[config.mk]
export PLATFORM = sky130hd
export DESIGN_NAME = tmpm_ctrl
export DESIGN_NICKNAME = d
export VERILOG_FILES = /design/src/rtl/core/trie_multi_pattern_matcher_top_defines.svh /design/src/rtl/core/tmpm_pkg.sv /design/src/rtl/core/tmpm_ctrl.sv
export SDC_FILE = /design/constraint.sdc
export NUM_CORES = 1
export LEC_CHECK = 0
export BUFFER_PORTS_ARGS = -buffer_cell sky130_fd_sc_hd__buf_2
export CAP_MARGIN = 30
export CORE_AREA = 2 2 40 42
export DETAILED_ROUTE_END_ITERATION = 10
export DIE_AREA = 0 0 42 44
export PLACE_DENSITY = 0.87
export SYNTH_ARGS = -nofsm -noshare
export SYNTH_HDL_FRONTEND = slang
export SYNTH_SLANG_ARGS = --single-unit
[constraint.sdc]
create_clock -name clk -period 1.8 [get_ports clk]
set_input_delay 0.45 -clock clk [delete_from_list [all_inputs] [get_ports clk]]
set_output_delay 0.45 -clock clk [all_outputs]
set_load 0.01 [all_outputs]
[src/rtl/core/trie_multi_pattern_matcher_top_defines.svh]
// ----------------------------------------------------------------------------
// Trie matcher assertion macros
// Shared property wrappers, clocked on clk and disabled in reset.
// ----------------------------------------------------------------------------
`ifndef TRIE_MULTI_PATTERN_MATCHER_TOP_DEFINES_SVH
`define TRIE_MULTI_PATTERN_MATCHER_TOP_DEFINES_SVH

// same-cycle implication
`define TMPM_ASSERT_NOW(label, ante, cons, msg) \
    label: assert property (@(posedge clk) disable iff (!rst_n) (ante) |-> (cons)) \
        else $error(msg);

// next-cycle implication
`define TMPM_ASSERT_NEXT(label, ante, cons, msg) \
    label: assert property (@(posedge clk) disable iff (!rst_n) (ante) |=> (cons)) \
        else $error(msg);

`endif

[src/rtl/core/tmpm_pkg.sv]
// ----------------------------------------------------------------------------
// Trie matcher package
// Sizes, codes, state encoding and control/status bundles.
// ----------------------------------------------------------------------------
`default_nettype none
package tmpm_pkg;

    localparam int NODE_COUNT      = 256;
    localparam int ALPHABET        = 26;
    localparam int MAX_PATTERN_LEN = 16;
    localparam int MAX_PATTERNS    = 64;

    localparam int NODE_W   = $clog2(NODE_COUNT);
    localparam int NUSED_W  = $clog2(NODE_COUNT + 1);
    localparam int LETTER_W = 5;
    localparam int TBL_DEPTH = NODE_COUNT * ALPHABET;
    localparam int TBL_AW   = $clog2(TBL_DEPTH);
    localparam int LANE_W   = $clog2(MAX_PATTERN_LEN);
    localparam int LEN_W    = $clog2(MAX_PATTERN_LEN + 1);
    localparam int PAT_W    = 6;
    localparam int PCNT_W   = $clog2(MAX_PATTERNS + 1);
    localparam int POS_W    = 32;
    localparam int KIND_W   = 3;
    localparam int MODE_W   = 2;

    typedef enum logic [KIND_W-1:0] {
        KIND_DONE      = 3'd0,
        KIND_MATCH     = 3'd1,
        KIND_NODE_FULL = 3'd2,
        KIND_TOO_LONG  = 3'd3,
        KIND_TOO_MANY  = 3'd4
    } kind_t;

    typedef enum logic [MODE_W-1:0] {
        MODE_CLEAR   = 2'd0,
        MODE_PATTERN = 2'd1,
        MODE_TEXT    = 2'd2,
        MODE_EOT     = 2'd3
    } mode_t;

    typedef enum logic [3:0] {
        ST_CLEAR,
        ST_IDLE,
        ST_LD_CHK,
        ST_LD_EVAL,
        ST_TX_SHIFT,
        ST_LN_CHK,
        ST_LN_CHILD,
        ST_LN_END,
        ST_LN_NEXT,
        ST_FIN,
        ST_RESP
    } state_t;

    typedef struct packed {
        logic take;
        logic clr_start;
        logic kill_all;
        logic sweep;
        logic ld_rd;
        logic ld_fast;
        logic ld_eval;
        logic tx_shift;
        logic ln_rd;
        logic ln_skip;
        logic ln_child;
        logic ln_end;
        logic k_dec;
        logic fin;
        logic resp;
    } tmpm_cmd_t;

    typedef struct packed {
        logic sweep_done;
        logic clr_resp;
        logic ld_need_mem;
        logic lane_live;
        logic child_zero;
        logic hit;
        logic pend_valid;
        logic out_free;
        logic k_zero;
    } tmpm_stat_t;

endpackage
`default_nettype wire

[src/rtl/core/tmpm_ctrl.sv]
// ----------------------------------------------------------------------------
// Trie matcher controller
// Sequences table sweep, pattern loads and the per-lane text walk.
// ----------------------------------------------------------------------------
`default_nettype none
module tmpm_ctrl (
    input  wire logic                        clk,
    input  wire logic                        rst_n,
    input  wire logic                        in_valid,
    input  wire logic [tmpm_pkg::MODE_W-1:0] in_mode,
    output logic                             in_ready,
    input  wire tmpm_pkg::tmpm_stat_t        stat,
    output tmpm_pkg::tmpm_cmd_t              cmd
);
    import tmpm_pkg::*;

    state_t state_reg;
    state_t state_next;

    always_ff @(posedge clk or negedge rst_n)
    begin
        if (!rst_n)
        begin
            state_reg <= ST_CLEAR;
        end
        else
        begin
            state_reg <= state_next;
        end
    end

    always_comb
    begin
        state_next = state_reg;
        case (state_reg)
            ST_CLEAR:
            begin
                if (stat.sweep_done)
                begin
                    state_next = stat.clr_resp ? ST_RESP : ST_IDLE;
                end
            end
            ST_IDLE:
            begin
                if (in_valid)
                begin
                    case (mode_t'(in_mode))
                        MODE_CLEAR:   state_next = ST_CLEAR;
                        MODE_PATTERN: state_next = ST_LD_CHK;
                        MODE_TEXT:    state_next = ST_TX_SHIFT;
                        default:      state_next = ST_RESP;
                    endcase
                end
            end
            ST_LD_CHK:   state_next = stat.ld_need_mem ? ST_LD_EVAL : ST_RESP;
            ST_LD_EVAL:  state_next = ST_RESP;
            ST_TX_SHIFT: state_next = ST_LN_CHK;
            ST_LN_CHK:   state_next = stat.lane_live ? ST_LN_CHILD : ST_LN_NEXT;
            ST_LN_CHILD: state_next = stat.child_zero ? ST_LN_NEXT : ST_LN_END;
            ST_LN_END:
            begin
                if (!(stat.hit && stat.pend_valid && !stat.out_free))
                begin
                    state_next = ST_LN_NEXT;
                end
            end
            ST_LN_NEXT:  state_next = stat.k_zero ? ST_FIN : ST_LN_CHK;
            ST_FIN:
            begin
                if (stat.out_free)
                begin
                    state_next = ST_IDLE;
                end
            end
            ST_RESP:
            begin
                if (stat.out_free)
                begin
                    state_next = ST_IDLE;
                end
            end
            default:     state_next = ST_IDLE;
        endcase
    end

    always_comb
    begin
        cmd      = '0;
        in_ready = 1'b0;
        case (state_reg)
            ST_CLEAR:    cmd.sweep = 1'b1;
            ST_IDLE:
            begin
                in_ready = 1'b1;
                if (in_valid)
                begin
                    cmd.take      = 1'b1;
                    cmd.clr_start = mode_t'(in_mode) == MODE_CLEAR;
                    cmd.kill_all  = mode_t'(in_mode) == MODE_EOT;
                end
            end
            ST_LD_CHK:
            begin
                cmd.ld_rd   = stat.ld_need_mem;
                cmd.ld_fast = !stat.ld_need_mem;
            end
            ST_LD_EVAL:  cmd.ld_eval = 1'b1;
            ST_TX_SHIFT: cmd.tx_shift = 1'b1;
            ST_LN_CHK:
            begin
                cmd.ln_rd   = stat.lane_live;
                cmd.ln_skip = !stat.lane_live;
            end
            ST_LN_CHILD: cmd.ln_child = 1'b1;
            ST_LN_END:   cmd.ln_end = !(stat.hit && stat.pend_valid && !stat.out_free);
            ST_LN_NEXT:  cmd.k_dec = !stat.k_zero;
            ST_FIN:      cmd.fin = stat.out_free;
            ST_RESP:     cmd.resp = stat.out_free;
            default:     cmd = '0;
        endcase
    end

endmodule
`default_nettype wire

Word-level counts from Yosys, hierarchy flattened
Cells that the tools add are included.

word-level totals
  register bits = 4
  input port bits = 14
  output and inout port bits = 16
  word-level logic and storage cells = 53

cells by class
  equal/unequal tests = 17
  multiplexer cells = 24
  reductions and logical operators = 11

operators with widths
  cell                  number
  $pmux W4 S10          1
  $mux W4               9
  $eq A4 B3 Y1 const B  4
  $eq A4 B4 Y1 const B  3
  $pmux W4 S3           1
  $mux W1               9
  $eq A4 B2 Y1 const B  2
  $mux W3               2
  $ne A2 B2 Y1 const B  3
  $logic_not A1 Y1      5
  $eq A2 B2 Y1 const B  2
  $eq A4 B1 Y1 const B  1
  $logic_not A4 Y1      1
  $mux W2               2
  $reduce_and A4 Y1     1
  $eq A2 B1 Y1 const B  1
  $logic_and A1 B1 Y1   2
  $logic_not A2 Y1      1
  $ne A2 B1 Y1 const B  1
  $reduce_or A2 Y1      1

Longest topological paths before layout
Gate-level depths: netlist of run 1.

  depth after elaboration = 4
  depth in mapped cells = 6
  gate-level depth less buffers = 4

Worst setup path before layout of run 1
OpenSTA, ideal clock, no wires.

  path type = reg-to-output
  start = register state_reg[3]
  end = output port cmd[10] (netlist name)
  arrival = 1.180 ns
  data required time = 1.350 ns
  slack = 0.170 ns
  cell stages (with the launch flop) = 4
  cells stage by stage = dfrtp_1 > buf_4 > clkbuf_1 > nor4b_1

RTL lines
  element                 line             text
  from (decl)             tmpm_ctrl.sv:17  state_t state_reg;
  from (signal assigned)  tmpm_ctrl.sv:28  state_reg <= state_next;
  to (decl)               tmpm_ctrl.sv:13  output tmpm_pkg::tmpm_cmd_t cmd

==> results of run 1 <==
## power by group
part | leakage [nW] | internal [W] | switching [W]
combinational | 0.398 | 0.000529 | 0.000571
clock | 0.0138 | 0.0000748 | 0.0000392
sequential | 0.0446 | 0.000141 | 0.0000887
total | 0.457 | 0.000745 | 0.000699
## final timing paths
check / from / to / slack, ps / cells past startpoint
worst min-delay path: rst_n / state_reg[0] / 10 / 1
worst min register to register: state_reg[0] / state_reg[0] / 780 / 3
min in group clk: stat[7] / state_reg[0] / 660 / 4
worst max-delay path: state_reg[1] / cmd[11] / 50 / 3
max in group asynchronous: rst_n / state_reg[1] / 1650 / 1
worst max register to register: state_reg[2] / state_reg[1] / 210 / 6
## critical path: cells and delay by family, from the launching register on
family / cells / cell delay [ps]
flip-flops: 1 / 460
buffers and inverters: 2 / 360
AND/OR/NAND/NOR: 1 / 250
## stage by stage
stage / cells / util, % / area (um2)
floorplan: 76 / - / 599
global placement: 121 / 53.8 / 763
detailed placement: 121 / 53.8 / 763
CTS: 124 / 56.0 / 795
global route: 133 / 64.1 / 910
finish: 133 / 64.1 / 910
## routing by layer
| layer | routed length [um] | global-route usage (%) |
|---|---|---|
| met1 | 807 | 24.5 |
| met2 | 989 | 32.5 |
| met3 | 106 | 3.75 |
| met4 | 16 | 3.87 |
| met5 | 0 | 0 |
## area by class of cell
| cell class | instances | area share [%] |
|---|---|---|
| clock buffer | 3 | 2.48 |
| inverter | 3 | 1.24 |
| multi-input combinational | 62 | 53.6 |
| tap | 16 | 2.20 |
| timing repair buffer | 45 | 28.9 |
| sequential | 4 | 11.6 |
## timing repair
action / in CTS / in global routing
endpoints found under the hold margin: 0 / 0
setup endpoints to repair: 9 / 12
resized for setup: 3 / 14
buffers inserted: 0 / 9
pin swaps: 0 / 1
## kinds of logic (layout without fill, tap and decap cells)
group	after synthesis	after routing	share of synthesized area, %
buffers and inverters	10	51	10.9
DFF	4	4	16.7
muxes	3	3	5.22
AOI/OAI and AO/OA	21	21	31.5
and+or+nand+nor	38	38	35.7
## cell usage after synthesis, drive strengths merged
cell type / number / share of area [%]
o21bai: 1 / 1.3
a2111oi: 1 / 2.5
a31oi: 2 / 2.1
mux2: 1 / 1.9
nor3b: 1 / 1.3
dfrtp: 4 / 17
o211ai: 1 / 1.3
a22oi: 2 / 5.6
a2bb2oi: 3 / 6.5
inv: 3 / 1.9
nand2: 6 / 4.6
buf: 6 / 8.3
nand3b: 1 / 1.3
nor3: 8 / 6.7
and3: 1 / 1.0
nor2b: 1 / 1.0
nor2: 7 / 4.4
nor4: 3 / 3.1
o2bb2ai: 1 / 1.5
a211o: 2 / 2.9
clkbuf: 1 / 0.63
and3b: 1 / 1.5
nor4b: 1 / 1.5
nand2b: 6 / 6.3
and4b: 1 / 2.3
nand3: 1 / 0.83
a21o: 1 / 1.3
mux2i: 2 / 3.3
o31ai: 2 / 2.5
a21oi: 5 / 4.2
==> flow_summary.yaml, run 1 <==
worst_setup_path:
  cp_max_fo: 8
  path_cells: "buf_4 > nor4_2 > buf_2"
  crit_required_ps: 1350
  critPathSlowestCell: "dfrtp_2"
  cpPeakStageDelay_ps: 460
  crit_arrival_ps: 1300
  critPathLaunchType: "flop"
  worstSetupEndpointType: "primary output"
  critPathKind: "flop to primary output"
cts:
  cts.sinks: 4
  clock-root-buffer: "clkbuf_4"
  cts_tree: "yes"
  clockBufferDepth: 2
  cts_hold_buffers: 0
  clkTransAtPathRegs_ps: 40
  cts_htree_levels: 1
  insertion_delay_ps: 230
  cts_buffers: 3
global_route:
  antenna_found_initial: 0
  first_global_vias: 624
  grt_max_degree: 16
  overflow: 0
  grt_usage_pct: 18.8
  grt_pass1_wl_mm: 2.72
timing:
  fin_worst_skew_ps: 7.42
  hold_violations: 0
  worst_pin_slew_ps: 434
  period_share_pct: 97.4
  final.setup.tns_ps: 0
  slew_viol_final: 0
  rsz0062_at_grt: "true"
  fmax_mhz: 570
  hold_ws_ps: 11.0
  slew_headroom_pct: 70.9
  setup-violations-final: 0
  fin_ws_ps: 46.6
  fin_crit_ps: 1750
hold_path:
  hp-class: "input pin to async pin"
placement:
  place.gp.congestion: 0.863
  portBuffers: 29
  pre_cts_slack_ps: 167
  dpl.hpwl_mm: 1.30
layout:
  diodes: 0
  largest_register_ffs: 4
  fill_cells: 118
  final_cell_mix: "buf_2, buf_4, nor2_1, nor3_1, a21oi_1"
  final_common_cell: "buf_2"
  drive_gt1_share_pct: 60.7
  multiInputGateArea_um2: 488
  fin_nets: 133
  regArea_um2: 105
  area_growth_pct: 51.8
yosys:
  ys_ff_latch: 4
  synth_cell_type_count: 35
  ys_seq_area_share_pct: 16.7
  syn_nets: 90
  ys.warnings.count: 0
  avgSynthCellArea_um2: 7.89
  synth_area_um2: 599
  syn_inst: 76
power_and_ir_drop:
  p_per_area_nw_per_um2: 1590
  power_w: 0.00144
  ir_worst_vdd_uv: 803
  leakagePower_nw: 0.457
route:
  routed_wl_mm: 1.92
  postRouteAntennaNets: 0
  post_drt_wl_per_cell_um: 14.4
  dr.pass1.iters: 4
  drtIter0Drc: 19
  vias_per_cell: 5.66
  vias: 753
  drc: 0
status:
  status: "finished, final reports clean"
die:
  dieHeight_um: 44
  die-area_um2: 1850
  pin_count: 30
  start_util_pct: 42.2
  num_rows: 14
  core_area_um2: 1420
  die_w_um: 42
run:
  drv_cap: 0
(Power assumes the default switching activity.)
==> run 2, diff against run 1 <==
CORE_AREA = 2 2 44 42   (was 2 2 40 42)
DIE_AREA = 0 0 46 44   (was 0 0 42 44)
PLACE_DENSITY = 0.84   (was 0.87)
clock period = 1.5 ns   (was 1.8 ns; I/O delays follow)
==> run 2 against run 1 <==
The run now ends with setup timing left. Largest cell class unchanged. Cell area grew 13%. Hold slack gained 460 ps. Combinational power grew 48%.
==> flow_summary.yaml, run 2 (synthesis gave the netlist of run 1 again) <==
power_and_ir_drop:
  p_sw_w: 0.000963
  combPwrFrac_pct: 80.0
  seqPwrFrac_pct: 13.6
  internal_power_w: 0.00108
  p_clk_share_pct: 6.4
  p_per_area_nw_per_um2: 1980
  ir_worst_vdd_uv: 768
  leakagePower_nw: 0.513
  swShare_pct: 47.2
die:
  pin_count: 30
  die_w_um: 46
  core_area_um2: 1580
  num_rows: 14
  start_util_pct: 38.0
  dieHeight_um: 44
  die-area_um2: 2020
cts:
  clkTransAtPathRegs_ps: 40
  clock-root-buffer: "clkbuf_4"
  insertion_delay_ps: 230
  cts_tree: "yes"
  clockBufferDepth: 2
  cts_buffers: 3
  cts_htree_levels: 1
  cts.sinks: 4
timing:
  setup-violations-final: 19
  fin_ws_ps: -206
  fmax_mhz: 586
  period_share_pct: 114
  slew_viol_final: 0
  slew_headroom_pct: 76.0
  worst_pin_slew_ps: 357
  rsz0062_at_grt: "true"
  final.setup.tns_ps: -2060
  fin_crit_ps: 1710
  fin_worst_skew_ps: 1.56
  hold_violations: 0
layout:
  multiInputGateArea_um2: 533
  stdcell_count: 138
  fin_nets: 138
  regArea_um2: 104
  area_growth_pct: 71.6
  largest_register_ffs: 4
  final_cell_mix: "buf_2, buf_4, buf_6, nor3_1, nor2_1"
  fill_cells: 117
  diodes: 0
  final_common_cell: "buf_2"
  drive_gt1_share_pct: 65.6
placement:
  dpl.hpwl_mm: 1.29
  placed_cells: 123
  place.gp.congestion: 0.853
  portBuffers: 29
  pre_cts_slack_ps: 18.9
worst_setup_path:
  critPathLaunchType: "flop"
  cpPeakStageDelay_ps: 470
  path_cells: "buf_6 > nand2b_4 > nor4b_2 > buf_2"
  cp_max_fo: 7
  path_delay_family: "flip-flops"
  path_buf_inv: 2
  worstSetupEndpointType: "primary output"
  crit_required_ps: 1120
  critPathKind: "flop to primary output"
  critPathSlowestCell: "dfrtp_2"
  crit_arrival_ps: 1330
status:
  violations: "setup timing"
  status: "finished, violations left"
route:
  postRouteAntennaNets: 0
  vias_per_cell: 5.84
  dr.pass1.iters: 4
  drc: 0
  drtIter0Drc: 20
  post_drt_wl_per_cell_um: 17.0
  routed_wl_mm: 2.35
  vias: 806
global_route:
  antenna_found_initial: 0
  overflow: 0
  grt_pass1_wl_mm: 3.02
  first_global_vias: 715
  grt_usage_pct: 20.5
  grt_max_degree: 13
run:
  drv_cap: 0
hold_path:
  hp-class: "input pin to async pin"
==> run 2: cell types whose count changed in the layout (fill, tap and decap cells not counted), sizes merged <==
cell,delta
buf,+4
dlygate4sd3,+1
==> run 2: timing repair <==
item / CTS / global route
resized for setup: 10 / 20
hold buffers: 1 / 0
setup buffers: 6 / 6
setup endpoints to repair: 17 / 19
pin swaps: 4 / 12
hold endpoints to repair: 4 / 0
==> run 2: per-layer routing <==
| metal | track usage (%) | vias to the layer above | share of wire, % |
|---|---|---|---|
| li1 | - | 375 | - |
| met5 | 0 | - | 0 |
| met3 | 3.33 | 10 | 5.0 |
| met4 | 9.71 | 0 | 2.7 |
| met1 | 22.0 | 383 | 40 |
| met2 | 37.5 | 38 | 52 |
==> run 2: area by class of cell <==
| class | instances | share of cell area [%] |
|---|---|---|
| Clock buffer | 3 | 2.19 |
| Timing Repair Buffer | 50 | 32.8 |
| Sequential cell | 4 | 10.1 |
| Multi-Input combinational cell | 62 | 51.8 |
| Inverter | 3 | 1.09 |
| Tap cell | 16 | 1.95 |
==> run 2: stage by stage <==
stage | hold slack (ps) | util [%] | area (um2) | power, W
final | 467 | 65.2 | 1030 | 0.00204
after global routing | 477 | 65.2 | 1030 | 0.00216
after CTS | 466 | 57.2 | 902 | 0.00167
after detailed placement | 180 | 50.2 | 791 | 0.00136
after global placement | 179 | 50.2 | 791 | 0.00134
after floorplan | 79.4 | - | 612 | 0.00108
==> run 2: power by group through the flow <==
stage | registers (W) | clock network [W] | logic (W)
3_3_place_gp | 0.000234 | 0 | 0.00111
6_report | 0.000278 | 0.000130 | 0.00163
4_1_cts | 0.000252 | 0.000136 | 0.00128
2_1_floorplan | 0.000193 | 0 | 0.000889
3_5_place_dp | 0.000233 | 0 | 0.00113
5_1_grt | 0.000286 | 0.000148 | 0.00173
==> run 2: path summary, 6_finish.rpt <==
path / start / endpoint / slack [ps] / depth (start not counted)
min in group clk: stat[7] / state_reg[0] / 560 / 4
min: rst_n / state_reg[3] / 470 / 2
max in group asynchronous: rst_n / state_reg[1] / 910 / 2
max reg2reg: state_reg[2] / state_reg[1] / -80 / 7
max: state_reg[1] / cmd[10] / -210 / 4
min reg2reg: state_reg[3] / state_reg[1] / 690 / 2
